<file path="src/sv/pcd_ram.sv">
// ----------------------------------------------------------------------------
// pcd_ram
// Simple dual-port synchronous RAM, one write and one registered read port.
// ----------------------------------------------------------------------------
module pcd_ram #(
  parameter  int DW    = 8,
  parameter  int DEPTH = 16,
  localparam int AW    = (DEPTH > 1) ? $clog2(DEPTH) : 1
) (
  input  logic          clk,
  input  logic          we,
  input  logic [AW-1:0] waddr,
  input  logic [DW-1:0] wdata,
  input  logic [AW-1:0] raddr,
  output logic [DW-1:0] rdata
);

  logic [DW-1:0] mem [DEPTH];

  always_ff @(posedge clk) begin
    if (we) begin
      mem[waddr] <= wdata;
    end
    rdata <= mem[raddr];
  end

endmodule

</file>
<file path="config.mk">
export PLATFORM = sky130hd
export DESIGN_NAME = pcd_ram
export DESIGN_NICKNAME = d
export VERILOG_FILES = /design/src/sv/pcd_ram.sv
export SDC_FILE = /design/constraint.sdc
export NUM_CORES = 1
export LEC_CHECK = 0
export ABC_AREA = 1
export BUFFER_PORTS_ARGS = -buffer_cell sky130_fd_sc_hd__buf_4
export CAP_MARGIN = 20
export CORE_MARGIN = 2
export CORE_UTILIZATION = 57
export CTS_BUF_LIST = sky130_fd_sc_hd__clkbuf_8
export CTS_CLUSTER_DIAMETER = 200
export CTS_CLUSTER_SIZE = 28
export DETAILED_ROUTE_END_ITERATION = 16
export GPL_ROUTABILITY_DRIVEN = 0
export PLACE_DENSITY = 0.81
export SLEW_MARGIN = 20
export SYNTH_ARGS = -nofsm -noshare
export SYNTH_HDL_FRONTEND = slang
export SYNTH_SLANG_ARGS = --single-unit
</file>
<file path="constraint.sdc">
create_clock -name clk -period 1.7 [get_ports clk]
set_input_delay 0.085 -clock clk [delete_from_list [all_inputs] [get_ports clk]]
set_output_delay 0.085 -clock clk [all_outputs]
set_load 0.1 [all_outputs]
</file>
Word-level counts from Yosys, hierarchy flattened

Memory sizes are Yosys's and may differ from the RTL's. A register that Yosys moved wholly into a read port is not among the register bits.
Cells that the tools add are included.

Mux-type cells: 2

Operator list:

| cell              | count |
|---|---|
| two-way mux 1 bit | 2 |

Register bits after elaboration: 0
Bits in writable memories: 128
Input port bits: 18
Output and inout port bits: 8
Memories kept: 1

Memories:

| name | depth | bits a word | rd ports | clocked after memory_dff | write ports | RTL line | text |
|---|---|---|---|---|---|---|---|
| mem  | 16    | 8           | 1        | 1                        | 1           | 18       | `logic [DW-1:0] mem [DEPTH];` |

Logic depth before layout (Yosys ltp)

Word-level depth: 2
Gate-level depth with buffers: 8
Gate-level depth less buffers: 7

Least setup slack after synthesis

No wires, ideal clock.

Path kind: input -> register
Start point: in waddr[2]
End point: mem mem[10][0], enable pin
Data arrival time: 666 ps
Data required time: 1,330 ps
Path slack: 664 ps
Cell stages on the path: 2
Path buffers: 0
Path through: nand3b_1 > nor2_1

RTL lines:

| element            | RTL line | text |
|---|---|---|
| start: declaration | 12       | `input logic [AW-1:0] waddr,` |
| end: declaration   | 18       |  |

Straight into the memory's write port.

Final worst setup path

Start point: reg rdata[3] (read register of mem)
End point: out rdata[3]

RTL lines:

| element            | RTL line | text |
|---|---|---|
| start: declaration | 15       | `output logic [DW-1:0] rdata` |

No word-level cell between the ends.

==> results_dict.tcl <==
set metrics [dict create \
    hold_viol_final 0 \
    drive_gt1_share_pct 13.1 \
    period_minus_slack_ns 1.15 \
    cp-end-kind "output pin" \
    clkSlewWorstSetupHoldPaths_ns 0.08 \
    reg2reg_slack_ns 0.64 \
    reg2reg_to "rdata[7]" \
    ys_types 12 \
    fin_ws_ns 0.551 \
    cts_tree "done" \
    clk_latency_ns 0.44 \
    diodes 0 \
    grt_pass1_vias 3957 \
    slew-limit-headroom_pct 62.0 \
    dp_slack_ns 0.393 \
    grt-ovfl-total 0 \
    finalPower_mw 7.55 \
    whs_path_depth 1 \
    fin_util_pct 68.3 \
    rr_worst_depth 6 \
    synth_warnings 0 \
    dr.first_iter.drc_count 419 \
    wirelength_um 12700 \
    yosys.area.top_type "edfxtp_1" \
    cts.path.max_buffers 2 \
    worstSetupStartpointType "register" \
    whs_ns 0.0219 \
    fp.dieH_um 105 \
    core-area_um2 9820 \
    route.detailed.drc 0 \
    netlist_area_um2 5770 \
    path_delay_family "flip-flops" \
    path_cells "buf_4" \
    cts_resized 0 \
    min_path_type "in -> reg" \
    cts_setup_buffers 0 \
    drt-wirelength-per-cell_um 16.9 \
    numPortBuffers 25 \
    synth.most_common_cell "nand2_1" \
    clockRootBuffer "clkbuf_8" \
    grt_first_pass_wirelength_um 20500 \
    r2r_start "mem[2][7]" \
    worstHoldStart "wdata[7]" \
    synth_edf_count 128 \
    cts_buffers 17 \
    worst_path_largest_cell_delay_ns 0.34 \
    vdd_drop_max_mv 0.632 \
    grt_max_degree 33 \
    final_nets 621 \
    crit_path_top_delay_cell "dfxtp_1" \
    h-tree-depth 4 \
    pwr_density_cell_nw_per_um2 1130 \
    area_growth_syn_to_layout_pct 16.3 \
    worstMarginPinSlew_ns 0.569 \
    crit_start "rdata[3]" \
    period_share_pct 67.6 \
    max_freq_mhz 870 \
    synthCells 551 \
    slew_viol_final 0 \
    track_usage_pct 25.0 \
    start_util_pct 58.7 \
    synth_top_area_share_pct 66.7 \
    hold_path_end "mem[7][7]" \
    finalClockSkew_ns 0.00822 \
    antenna_found_initial 0 \
    detailroute.via_count 3984 \
    yosys_register_bits 136 \
    num_io_pins 26 \
    syn_nets 569 \
    setup_viol 0 \
    syn_avg_cell_area_um2 10.5 \
    path_class "reg -> out" \
    synthArstFlopShare_pct 0 \
    die-area_um2 10900 \
    p_leak_nw 2.94 \
    cap_violations 0 \
    vias_per_cell 5.32 \
    tns_ns 0 \
    clkSinkCount 136 \
    ant_nets 0 \
    yosys-top-cells-area "edfxtp_1 67%, nand2_1 11%, nand3_1 8.4%, inv_1 6.5%, dfxtp_1 2.8%" \
    synthTopCellsByCount "173 x nand2_1, 128 x edfxtp_1, 100 x inv_1, 97 x nand3_1, 17 x nor2_1" \
    critical_path_arrival_ns 1.06 \
    rows 36 \
    required_ns 1.62 \
    detailed_place_hpwl_um 7820 \
    ys.flop_type "edfxtp_1" \
    die_width_um 105 \
    grt_setup_unrepaired "false" \
    path_buf_inv 1 \
    path_max_fanout 1 \
    ys_seq_area_share_pct 69.4 \
    status "finished, final reports clean" \
    drt-pass1-iter-count 5 \
]
==> metal layers <==
| metal | wire length, um | vias to the layer above | track usage (%) |
|---|---|---|---|
| met5 | 0 | - | 0 |
| met4 | 268 | 0 | 8.86 |
| met3 | 1050 | 30 | 6.11 |
| met2 | 6400 | 206 | 41.2 |
| met1 | 4950 | 1875 | 32.6 |
| li1 | - | 1873 | - |
==> state kept, by name, summed over array words and instances (netlist names) <==
name and count:
mem 128, rdata 8
==> power by group <==
group          internal (mW)  switching (mW)
clock network           1.92            1.21
registers               3.74          0.0222
logic                  0.173           0.480
==> cell type report <==
cell class / count / area (um2)
Sequential cell: 136 / 4000
Fill cell: 699 / 3110
Multi-Input combinational cell: 289 / 1210
Timing Repair Buffer: 57 / 460
Inverter: 102 / 383
Clock buffer: 18 / 248
Clock inverter: 14 / 230
Tap cell: 133 / 166
==> placed cells by master, fill, tap and decap left out <==
cell           instances
dlygate4sd3_1          8
clkbuf_8              18
nor2_1                17
inv_2                  2
edfxtp_1             128
clkinv_4               1
nand3_1               97
clkinv_2               2
dfxtp_1                8
buf_4                 48
inv_1                102
buf_12                 1
nand2_1              173
clkinvlp_4             2
bufinv_16              6
inv_6                  1
nand3b_1               2
==> metrics by stage <==
step	instances	instance area (um2)
5_1_grt	749	6710
4_1_cts	749	6710
3_5_place_dp	709	6150
2_1_floorplan	551	5770
3_3_place_gp	709	6150
6_report	749	6710
==> how the worst max path moves through the flow <==
stage            endpoint  slack (ns)  depth (start not counted)
2_1_floorplan  mem[10][0]        0.66                          2
3_3_place_gp     rdata[2]        0.42                          7
3_5_place_dp     rdata[3]        0.39                          5
4_1_cts          rdata[3]        0.52                          1
5_1_grt          rdata[5]        0.51                          1
6_report         rdata[3]        0.55                          1
==> kinds of logic after synthesis <==
logic type    after synthesis  synth area share (%)
simple gates              289                  21.0
buf+inv                   126                  9.52
flops                     136                  69.4
==> timing repair <==
item,CTS,global route
setup endpoints to repair,0,0
hold buffers,8,0
endpoints found under the hold margin,109,0
Power figures use the tool's default switching activity.
